$ cat config.mk
export PLATFORM = sky130hd
export DESIGN_NAME = content_header_property_parser
export DESIGN_NICKNAME = d
export VERILOG_FILES = /design/src/rtl/chpp_pkg.sv /design/src/rtl/chpp_result.sv /design/src/rtl/content_header_property_parser.sv
export SDC_FILE = /design/constraint.sdc
export NUM_CORES = 1
export LEC_CHECK = 0
export BUFFER_PORTS_ARGS = -buffer_cell sky130_fd_sc_hd__buf_2
export CAP_MARGIN = 20
export CORE_MARGIN = 5
export CORE_UTILIZATION = 30
export CTS_BUF_LIST = sky130_fd_sc_hd__clkbuf_8 sky130_fd_sc_hd__clkbuf_16
export CTS_CLUSTER_SIZE = 10
export DETAILED_ROUTE_END_ITERATION = 8
export HOLD_SLACK_MARGIN = 0.03
export PLACE_DENSITY_LB_ADDON = 0.1
export SYNTH_ARGS = -nofsm -noshare
export SYNTH_HDL_FRONTEND = slang
export SYNTH_SLANG_ARGS = --single-unit
$ cat constraint.sdc
create_clock -name aclk -period 12.2 [get_ports aclk]
set_input_delay 2.44 -clock aclk [delete_from_list [all_inputs] [get_ports aclk]]
set_output_delay 2.44 -clock aclk [all_outputs]
set_load 0.02 [all_outputs]
$ cat src/rtl/chpp_pkg.sv
// Shared types, codes and property tables for the content-header property parser.
package chpp_pkg;

    localparam logic [3:0]  PROP_COUNT    = 4'd14;
    localparam int          FLAG_MSB      = 15;
    localparam logic [3:0]  DELIVERY_PROP = 4'd3;
    localparam logic [7:0]  PERSIST_MODE  = 8'd2;
    localparam logic [3:0]  CLASS_END     = 4'd2;
    localparam logic [3:0]  WEIGHT_END    = 4'd4;
    localparam logic [3:0]  HDR_LEN       = 4'd12;
    localparam logic [3:0]  FLAGS_END     = 4'd14;
    localparam logic [3:0]  TLEN_BYTES    = 4'd4;
    localparam logic [31:0] TS_TAIL       = 32'd7;
    localparam logic [15:0] EXPECTED_CLASS_RESET = 16'd60;

    // status codes; property kinds are coded as their truncation status
    localparam logic [2:0] ST_OK          = 3'd0;
    localparam logic [2:0] ST_SHORT_HDR   = 3'd1;
    localparam logic [2:0] ST_BAD_CLASS   = 3'd2;
    localparam logic [2:0] ST_SHORT_FLAGS = 3'd3;
    localparam logic [2:0] ST_BAD_STRING  = 3'd4;
    localparam logic [2:0] ST_SHORT_OCTET = 3'd5;
    localparam logic [2:0] ST_SHORT_TS    = 3'd6;
    localparam logic [2:0] ST_SHORT_TABLE = 3'd7;

    typedef enum logic [2:0] {
        PH_HEAD,
        PH_START,
        PH_SKIP,
        PH_TLEN,
        PH_DONE
    } phase_t;

    typedef struct packed {
        logic [3:0]  hdr_cnt;
        logic [15:0] hdr_class;
        logic [15:0] weight;
        logic [63:0] size;
        logic [15:0] flags;
        logic [3:0]  prop_idx;
        phase_t      phase;
        logic [31:0] skip_cnt;
        logic        persist;
        logic [2:0]  err;
    } parse_state_t;

    localparam parse_state_t PARSE_CLEAR = '{
        hdr_cnt:   4'd0,
        hdr_class: 16'd0,
        weight:    16'd0,
        size:      64'd0,
        flags:     16'd0,
        prop_idx:  4'd0,
        phase:     PH_HEAD,
        skip_cnt:  32'd0,
        persist:   1'b0,
        err:       ST_OK
    };

    function automatic logic [2:0] prop_kind(input logic [3:0] idx);
        logic [2:0] kind;
        case (idx)
            4'd0:    kind = ST_BAD_STRING;
            4'd1:    kind = ST_BAD_STRING;
            4'd2:    kind = ST_SHORT_TABLE;
            4'd3:    kind = ST_SHORT_OCTET;
            4'd4:    kind = ST_SHORT_OCTET;
            4'd5:    kind = ST_BAD_STRING;
            4'd6:    kind = ST_BAD_STRING;
            4'd7:    kind = ST_BAD_STRING;
            4'd8:    kind = ST_BAD_STRING;
            4'd9:    kind = ST_SHORT_TS;
            4'd10:   kind = ST_BAD_STRING;
            4'd11:   kind = ST_BAD_STRING;
            4'd12:   kind = ST_BAD_STRING;
            4'd13:   kind = ST_BAD_STRING;
            default: kind = ST_OK;
        endcase
        return kind;
    endfunction

    // first flagged property at or after idx, PROP_COUNT if none
    function automatic logic [3:0] next_selected(input logic [15:0] flags,
                                                 input logic [3:0] idx);
        logic [3:0] sel;
        sel = PROP_COUNT;
        for (int i = int'(PROP_COUNT) - 1; i >= 0; i--) begin
            if (4'(i) >= idx && flags[FLAG_MSB - i]) begin
                sel = 4'(i);
            end
        end
        return sel;
    endfunction

endpackage

$ cat src/rtl/chpp_result.sv
// Result word builder: status, header fields and persistence from the updated parse state.
module chpp_result (
    input  chpp_pkg::parse_state_t st,
    output logic [2:0]             status,
    output logic [15:0]            hdr_class,
    output logic [63:0]            content_size,
    output logic                   persistent
);

    logic [3:0] sel;
    logic       head_done;

    assign sel = chpp_pkg::next_selected(st.flags, st.prop_idx);

    always_comb begin
        status = chpp_pkg::ST_OK;
        if (st.err != chpp_pkg::ST_OK) begin
            status = st.err;
        end else begin
            case (st.phase)
                chpp_pkg::PH_HEAD: begin
                    status = (st.hdr_cnt < chpp_pkg::HDR_LEN) ? chpp_pkg::ST_SHORT_HDR
                                                              : chpp_pkg::ST_SHORT_FLAGS;
                end
                chpp_pkg::PH_START: begin
                    status = chpp_pkg::prop_kind(sel);
                end
                chpp_pkg::PH_SKIP, chpp_pkg::PH_TLEN: begin
                    status = chpp_pkg::prop_kind(st.prop_idx);
                end
                default: begin
                    status = chpp_pkg::ST_OK;
                end
            endcase
        end
    end

    assign head_done    = (st.phase != chpp_pkg::PH_HEAD) || (st.hdr_cnt >= chpp_pkg::HDR_LEN);
    assign hdr_class    = head_done ? st.hdr_class : 16'd0;
    assign content_size = head_done ? st.size : 64'd0;
    assign persistent   = (status == chpp_pkg::ST_OK) && st.persist;

endmodule

$ cat src/rtl/content_header_property_parser.sv
// Top level of the content-header property parser: byte intake, parse state and result register.
//
// Takes one header byte per cycle and gives one result word on the cycle after the
// byte marked last is accepted. Each byte updates the parse state (header shift
// registers, property index, skip counter) as it is accepted, so the sustained rate
// is one byte per clock; s_ready drops only while a result waits in the output
// register and m_ready is low. Status codes: 0 ok, 1 short header, 2 bad class,
// 3 short flags, 4 bad string, 5 short octet, 6 short timestamp, 7 short table.
// m_hdr_class and m_content_size read zero unless all 12 header bytes arrived; persistent is set
// only for a successful parse whose delivery mode byte is 2. The user must write the expected
// class id register (reset 60) via the cfg channel while idle; the block does not enforce it.
module content_header_property_parser (
    input  logic        aclk,
    input  logic        aresetn,
    input  logic        cfg_valid,
    output logic        cfg_ready,
    input  logic [15:0] cfg_data,
    input  logic        s_valid,
    output logic        s_ready,
    input  logic [7:0]  s_data_byte,
    input  logic        s_last_byte,
    output logic        m_valid,
    input  logic        m_ready,
    output logic [2:0]  m_status,
    output logic [15:0] m_hdr_class,
    output logic [63:0] m_content_size,
    output logic        m_persistent
);

    logic [15:0]            expected_class_reg;
    chpp_pkg::parse_state_t state_reg;
    chpp_pkg::parse_state_t state_next;
    logic [3:0]             sel;
    logic                   accept;
    logic                   out_valid_reg;
    logic [2:0]             status_reg;
    logic [15:0]            hdr_class_reg;
    logic [63:0]            content_size_reg;
    logic                   persistent_reg;
    logic [2:0]             res_status;
    logic [15:0]            res_hdr_class;
    logic [63:0]            res_content_size;
    logic                   res_persistent;

    assign cfg_ready = 1'b1;
    assign s_ready   = !out_valid_reg || m_ready;
    assign accept    = s_valid && s_ready;
    assign sel       = chpp_pkg::next_selected(state_reg.flags, state_reg.prop_idx);

    always_ff @(posedge aclk) begin
        if (!aresetn) begin
            expected_class_reg <= chpp_pkg::EXPECTED_CLASS_RESET;
        end else if (cfg_valid && cfg_ready) begin
            expected_class_reg <= cfg_data;
        end
    end

    // parse state next value for one byte
    always_comb begin
        state_next = state_reg;
        if (state_reg.err == chpp_pkg::ST_OK) begin
            case (state_reg.phase)
                chpp_pkg::PH_HEAD: begin
                    if (state_reg.hdr_cnt < chpp_pkg::CLASS_END) begin
                        state_next.hdr_class = {state_reg.hdr_class[7:0], s_data_byte};
                    end else if (state_reg.hdr_cnt < chpp_pkg::WEIGHT_END) begin
                        state_next.weight = {state_reg.weight[7:0], s_data_byte};
                    end else if (state_reg.hdr_cnt < chpp_pkg::HDR_LEN) begin
                        state_next.size = {state_reg.size[55:0], s_data_byte};
                    end else begin
                        state_next.flags = {state_reg.flags[7:0], s_data_byte};
                    end
                    state_next.hdr_cnt = state_reg.hdr_cnt + 4'd1;
                    if (state_next.hdr_cnt == chpp_pkg::HDR_LEN &&
                        (state_reg.hdr_class != expected_class_reg ||
                         state_reg.weight != 16'd0)) begin
                        state_next.err = chpp_pkg::ST_BAD_CLASS;
                    end else if (state_next.hdr_cnt == chpp_pkg::FLAGS_END) begin
                        state_next.phase    = chpp_pkg::PH_START;
                        state_next.prop_idx = 4'd0;
                    end
                end
                chpp_pkg::PH_START: begin
                    if (sel == chpp_pkg::PROP_COUNT) begin
                        state_next.phase    = chpp_pkg::PH_DONE;
                        state_next.prop_idx = chpp_pkg::PROP_COUNT;
                    end else begin
                        state_next.prop_idx = sel;
                        case (chpp_pkg::prop_kind(sel))
                            chpp_pkg::ST_BAD_STRING: begin
                                if (s_data_byte == 8'd0) begin
                                    state_next.prop_idx = sel + 4'd1;
                                end else begin
                                    state_next.skip_cnt = {24'd0, s_data_byte};
                                    state_next.phase    = chpp_pkg::PH_SKIP;
                                end
                            end
                            chpp_pkg::ST_SHORT_OCTET: begin
                                if (sel == chpp_pkg::DELIVERY_PROP) begin
                                    state_next.persist = (s_data_byte == chpp_pkg::PERSIST_MODE);
                                end
                                state_next.prop_idx = sel + 4'd1;
                            end
                            chpp_pkg::ST_SHORT_TS: begin
                                state_next.skip_cnt = chpp_pkg::TS_TAIL;
                                state_next.phase    = chpp_pkg::PH_SKIP;
                            end
                            default: begin
                                state_next.skip_cnt = {24'd0, s_data_byte};
                                state_next.hdr_cnt  = 4'd1;
                                state_next.phase    = chpp_pkg::PH_TLEN;
                            end
                        endcase
                    end
                end
                chpp_pkg::PH_SKIP: begin
                    state_next.skip_cnt = state_reg.skip_cnt - 32'd1;
                    if (state_next.skip_cnt == 32'd0) begin
                        state_next.prop_idx = state_reg.prop_idx + 4'd1;
                        state_next.phase    = chpp_pkg::PH_START;
                    end
                end
                chpp_pkg::PH_TLEN: begin
                    state_next.skip_cnt = {state_reg.skip_cnt[23:0], s_data_byte};
                    state_next.hdr_cnt  = state_reg.hdr_cnt + 4'd1;
                    if (state_next.hdr_cnt >= chpp_pkg::TLEN_BYTES) begin
                        if (state_next.skip_cnt == 32'd0) begin
                            state_next.prop_idx = state_reg.prop_idx + 4'd1;
                            state_next.phase    = chpp_pkg::PH_START;
                        end else begin
                            state_next.phase = chpp_pkg::PH_SKIP;
                        end
                    end
                end
                default: begin
                    state_next = state_reg;
                end
            endcase
        end
    end

    chpp_result u_result (
        .st           (state_next),
        .status       (res_status),
        .hdr_class    (res_hdr_class),
        .content_size (res_content_size),
        .persistent   (res_persistent)
    );

    always_ff @(posedge aclk) begin
        if (!aresetn) begin
            state_reg <= chpp_pkg::PARSE_CLEAR;
        end else if (accept) begin
            state_reg <= s_last_byte ? chpp_pkg::PARSE_CLEAR : state_next;
        end
    end

    always_ff @(posedge aclk) begin
        if (!aresetn) begin
            out_valid_reg <= 1'b0;
        end else if (accept && s_last_byte) begin
            out_valid_reg <= 1'b1;
        end else if (m_ready) begin
            out_valid_reg <= 1'b0;
        end
    end

    always_ff @(posedge aclk) begin
        if (accept && s_last_byte) begin
            status_reg       <= res_status;
            hdr_class_reg    <= res_hdr_class;
            content_size_reg <= res_content_size;
            persistent_reg   <= res_persistent;
        end
    end

    assign m_valid        = out_valid_reg;
    assign m_status       = status_reg;
    assign m_hdr_class    = hdr_class_reg;
    assign m_content_size = content_size_reg;
    assign m_persistent   = persistent_reg;

    a_prop_idx_range: assert property (@(posedge aclk) disable iff (!aresetn)
        state_reg.prop_idx <= chpp_pkg::PROP_COUNT)
        else $error("property index past last property");

    a_hdr_cnt_range: assert property (@(posedge aclk) disable iff (!aresetn)
        state_reg.hdr_cnt <= chpp_pkg::FLAGS_END)
        else $error("header count out of range");

    a_last_gives_result: assert property (@(posedge aclk) disable iff (!aresetn)
        (s_valid && s_ready && s_last_byte) |=> m_valid)
        else $error("last word accepted without result");

    a_persist_only_ok: assert property (@(posedge aclk) disable iff (!aresetn)
        (m_valid && m_persistent) |-> (m_status == chpp_pkg::ST_OK))
        else $error("persistent reported on failed parse");

endmodule

==> results by group <==
Timing
  – Max Freq: between 150 and 200 MHz
  – Worst Slack Setup Final: 5.999 ns
  – Time the worst path needs with I/O delays and setup: 6.201 ns
  – Setup violation total in the final timing report: 0
  – Worst-Margin Slew: 1.060 ns
  – Total count of max-transition violations in the final report: 0
  – Worst hold-check slack: 0.4652 ns
  – Total Neg Setup Slack: 0 ns
  – Hold Violations, Final: 0
  – Clock Skews: 0.01183 ns
  – Setup repair after global routing missed its margin: no
  – Worst slew margin: 0.2905
  – Final worst-path cycle share: 0.5083

Detailed routing
  – Number of DRC markers in iteration 0: 1039
  – Vias after detailed routing: 11.99k
  – Wire length reported by the detailed router: ~45 mm
  – Sum of met3 wire segment lengths after detailed routing: around 2.2 mm
  – Count of antenna-violating nets left after detailed routing: 0
  – Uppermost metal layer occupied by signal nets: met4
  – Routed wire length on met2: between 20 and 25 mm
  – WL met1: about 21 mm
  – Number of detailed-routing iterations run before antenna repair: 5
  – Via density: 5.276
  – Count of unresolved DRC violations after routing: 0
  – Detailed-route wire length per cell: 19.78 µm

Floorplanning
  – Y dimension of the die: 224.8 µm
  – Initial cell density of the core: 0.3043
  – Floorplan die area: 50530 µm²
  – Die width: 224.8 µm
  – Total core area: 45480 µm²
  – Total I/O pin count: ~120
  – Standard-cell row count: 78

Clocking
  – # hold bufs at CTS: 0
  – Max clock buf depth: 3
  – Clock buffer count from CTS: 34
  – H-tree level count: 2
  – # clock sinks: 260
  – Number of gates resized after cts: 0
  – Insertion delay to the later sink of the worst-skew pair: 0.54 ns
  – Clock tree from TritonCTS: done
  – Count of buffers added by post-CTS timing repair for setup: 0
  – Clock-pin transition on the worst setup and hold timing paths: ~0.060 ns
  – Clk Tree Root Cell: sky130_fd_sc_hd__clkbuf_16

Pwr
  – Power share of the combinational group: 0.057
  – Peak VDD IR: 0.08253 mV
  – Flop pwr share: 0.460
  – Net load switching power: ~0.48 mW
  – Leakage component of the power: 5.455 nW
  – Net Sw Frac: 0.2395
  – Clock network fraction of total power: 0.484
  – PwrDens: between 100 and 150 nW/µm²
  – Internal power of the cells: 1.513 mW

Synthesis
  – Number of distinct standard cells referenced by the synthesized netlist: between 90 and 100
  – Async set or reset register ratio after synthesis: 0
  – EDFF count, synth: 84
  – Number of instances in the synthesized netlist: 1600
  – Cell area after synthesis: roughly 14000 µm²
  – Sequential fraction of the synthesis area: 0.4368
  – Number of warnings issued by yosys: 0
  – Average instance area after synthesis: 8.650 µm²
  – Post-synth net total: 1642
  – Most used DFF post-synth: sky130_fd_sc_hd__dfxtp_1
  – Post-synthesis register bit count: 260

Cells and area
  – Flip-flop count of the largest register, all copies and words added: 159
  – Nets@finish: 1689
  – Final cell utilization of the core: 0.3493
  – Synthesis-to-finish area growth: 14.79%
  – Fraction of layout cells with a size suffix above 1: 0.1388
  – Final antenna diode count: 0
  – Final non-filler cell total: 2272
  – Number of fill cells: 4799

Critical path
  – Startpoint types: input port
  – Category of the critical setup timing path: in2reg
  – Critical path required time: approximately 13 ns
  – CP endpoint kind: flop
  – Critical R2R Launch: state_reg[40]$_SDFFE_PN0P_
  – Worst reg2reg path depth: 19
  – RR Endpoint: m_persistent$_DFFE_PP_
  – Register-to-Register Setup Slack: around 6.3 ns
  – Crit-path max FO: 10
  – Arrival time of the worst setup path: 6.56 ns

Global route
  – Via count of the first global-routing pass: 11.60k
  – Total routing usage reported by global routing: 0.1717
  – Pin count of the biggest net entering global routing: 84
  – Antenna violations before repair: 0
  – Global-route wire length before repair: 69.92 mm
  – Overall overflow remaining after global route: 0

Placed design
  – Number of instances in the placed design: 2209
  – GP Congestion: 0.8486
  – Setup slack after placement: 5.484 ns
  – Detailed placement HPWL: between 20 and 30 mm
  – Buffers added on ports: 115

Worst hold path
  – Number of cells traversed by the worst hold path: 2
  – Hold wc startpoint: state_reg[136]$_SDFFE_PN0P_
  – Class of the most critical hold timing path: reg2reg
  – Endpoint of the worst hold path: state_reg[136]$_SDFFE_PN0P_

Run status
  – Run status: finished, final reports clean

Job
  – Max cap viols: 0
[how the worst max path moves through the flow]
stage / slack, ns / to / startpoint
5_1_grt: 5.70 / m_persistent$_DFFE_PP_ / s_data_byte[5]
2_1_floorplan: 6.13 / m_persistent$_DFFE_PP_ / s_data_byte[5]
4_1_cts: 6.04 / m_status[1]$_DFFE_PP_ / s_data_byte[5]
3_3_place_gp: 5.46 / m_status[1]$_DFFE_PP_ / s_data_byte[5]
6_report: 6.00 / m_persistent$_DFFE_PP_ / s_data_byte[5]
3_5_place_dp: 5.48 / m_status[1]$_DFFE_PP_ / s_data_byte[5]
[through the flow]
step	total power, mW	area [µm²]
after floorplan	1.004	13840
after global placement	1.047	14790
after detailed placement	1.047	14790
after CTS	2.026	15870
after global routing	2.066	15890
final	1.989	15890
[cell type report]
cell class	instances	area [µm²]	share of cell area
timing repair buffer	134	724.4	0.04560
tap	600	750.7	0.04725
sequential	260	6046	0.3805
clock inverter	21	130.1	0.008190
inverter	16	61.31	0.003859
clock buffer	40	944.7	0.05946
multi-input combinational	1201	7231	0.4551
[worst max-delay path, stage by stage]
cell and delay (ns):
sky130_fd_sc_hd__buf_2 0.20, sky130_fd_sc_hd__or4_1 0.51, sky130_fd_sc_hd__nor4_2 0.21, sky130_fd_sc_hd__nand2b_1 0.19, sky130_fd_sc_hd__a31o_1 0.22, sky130_fd_sc_hd__a31oi_1 0.26, sky130_fd_sc_hd__o21ba_2 0.25, sky130_fd_sc_hd__o221ai_1 0.24
sky130_fd_sc_hd__o21ai_1 0.40, sky130_fd_sc_hd__nand2_1 0.26, sky130_fd_sc_hd__o41ai_2 0.38, sky130_fd_sc_hd__o211ai_1 0.16, sky130_fd_sc_hd__o41ai_1 0.40, sky130_fd_sc_hd__nand3b_1 0.16, sky130_fd_sc_hd__nor4b_2 0.28
[Yosys cell counts, drive strengths merged, types with 9 or more instances]
cell type  count  area [µm²]
a21boi        37       277.8
a21oi        124       620.6
a22oi        105       788.3
a31oi         14       87.58
and2          14       88.84
and3           9       61.31
buf           15       111.4
clkbuf       108       426.7
dfxtp        176        3523
edfxtp        84        2522
ha            12       150.1
inv           16       60.06
mux2           9       101.4
mux2i         23       230.2
nand2        271        1017
nand2b        15       96.34
nand3         45       230.2
nand4         13       81.33
nor2          76       285.3
nor2b        140       883.3
nor3          35       197.7
nor4          21       180.2
o21ai         65       325.3
o31ai         11       87.58
or3           11       72.57
xnor2         29       254.0
[logic make-up after synthesis]
group           share of synthesized area
simple gates                       0.2476
other cells                     0.0002709
fa+ha+maj                         0.01085
buf+inv                           0.04321
xor+xnor                          0.02151
mux                               0.02396
compound gates                     0.2158
flops                              0.4368
[layer usage]
metal / global-route usage / vias up
met5: 0 / -
met3: 0.03106 / 70
met1: 0.2358 / 5774
met2: 0.2773 / 278
li1: - / 5866
met4: 0.05028 / 0
[power by group through the flow]
stage,registers (mW),logic [mW],clock network (mW)
after global routing,0.916,0.123,1.03
after detailed placement,0.933,0.114,0
after global placement,0.933,0.114,0
final,0.915,0.113,0.962
after floorplan,0.941,0.0632,0
after CTS,0.915,0.114,0.997
[placed cells by master, fill, tap and decap left out, types with 10 or more instances in the layout]
master                      netlist  routed
sky130_fd_sc_hd__a31oi_1         14      14
sky130_fd_sc_hd__mux2i_1         23      23
sky130_fd_sc_hd__dfxtp_1        176     176
sky130_fd_sc_hd__clkbuf_16        0      35
sky130_fd_sc_hd__inv_1           13      29
sky130_fd_sc_hd__buf_2            7     114
sky130_fd_sc_hd__o31ai_1         10      10
sky130_fd_sc_hd__nor3_1          33      33
sky130_fd_sc_hd__edfxtp_1        84      84
sky130_fd_sc_hd__nor4_1          16      16
sky130_fd_sc_hd__nand2b_1        14      14
sky130_fd_sc_hd__ha_1            12      12
sky130_fd_sc_hd__a22oi_1        105     105
sky130_fd_sc_hd__and2_1          13      13
sky130_fd_sc_hd__nand2_1        271     270
sky130_fd_sc_hd__nor2b_1        139     139
sky130_fd_sc_hd__xnor2_1         29      29
sky130_fd_sc_hd__nand4_1         13      13
sky130_fd_sc_hd__a21oi_1        124     124
sky130_fd_sc_hd__o21ai_0         56      55
sky130_fd_sc_hd__buf_4            2      19
sky130_fd_sc_hd__a21boi_0        35      35
sky130_fd_sc_hd__nand3_1         44      44
sky130_fd_sc_hd__nor2_1          76      74
No activity file was read; power rests on OpenSTA's default activity.
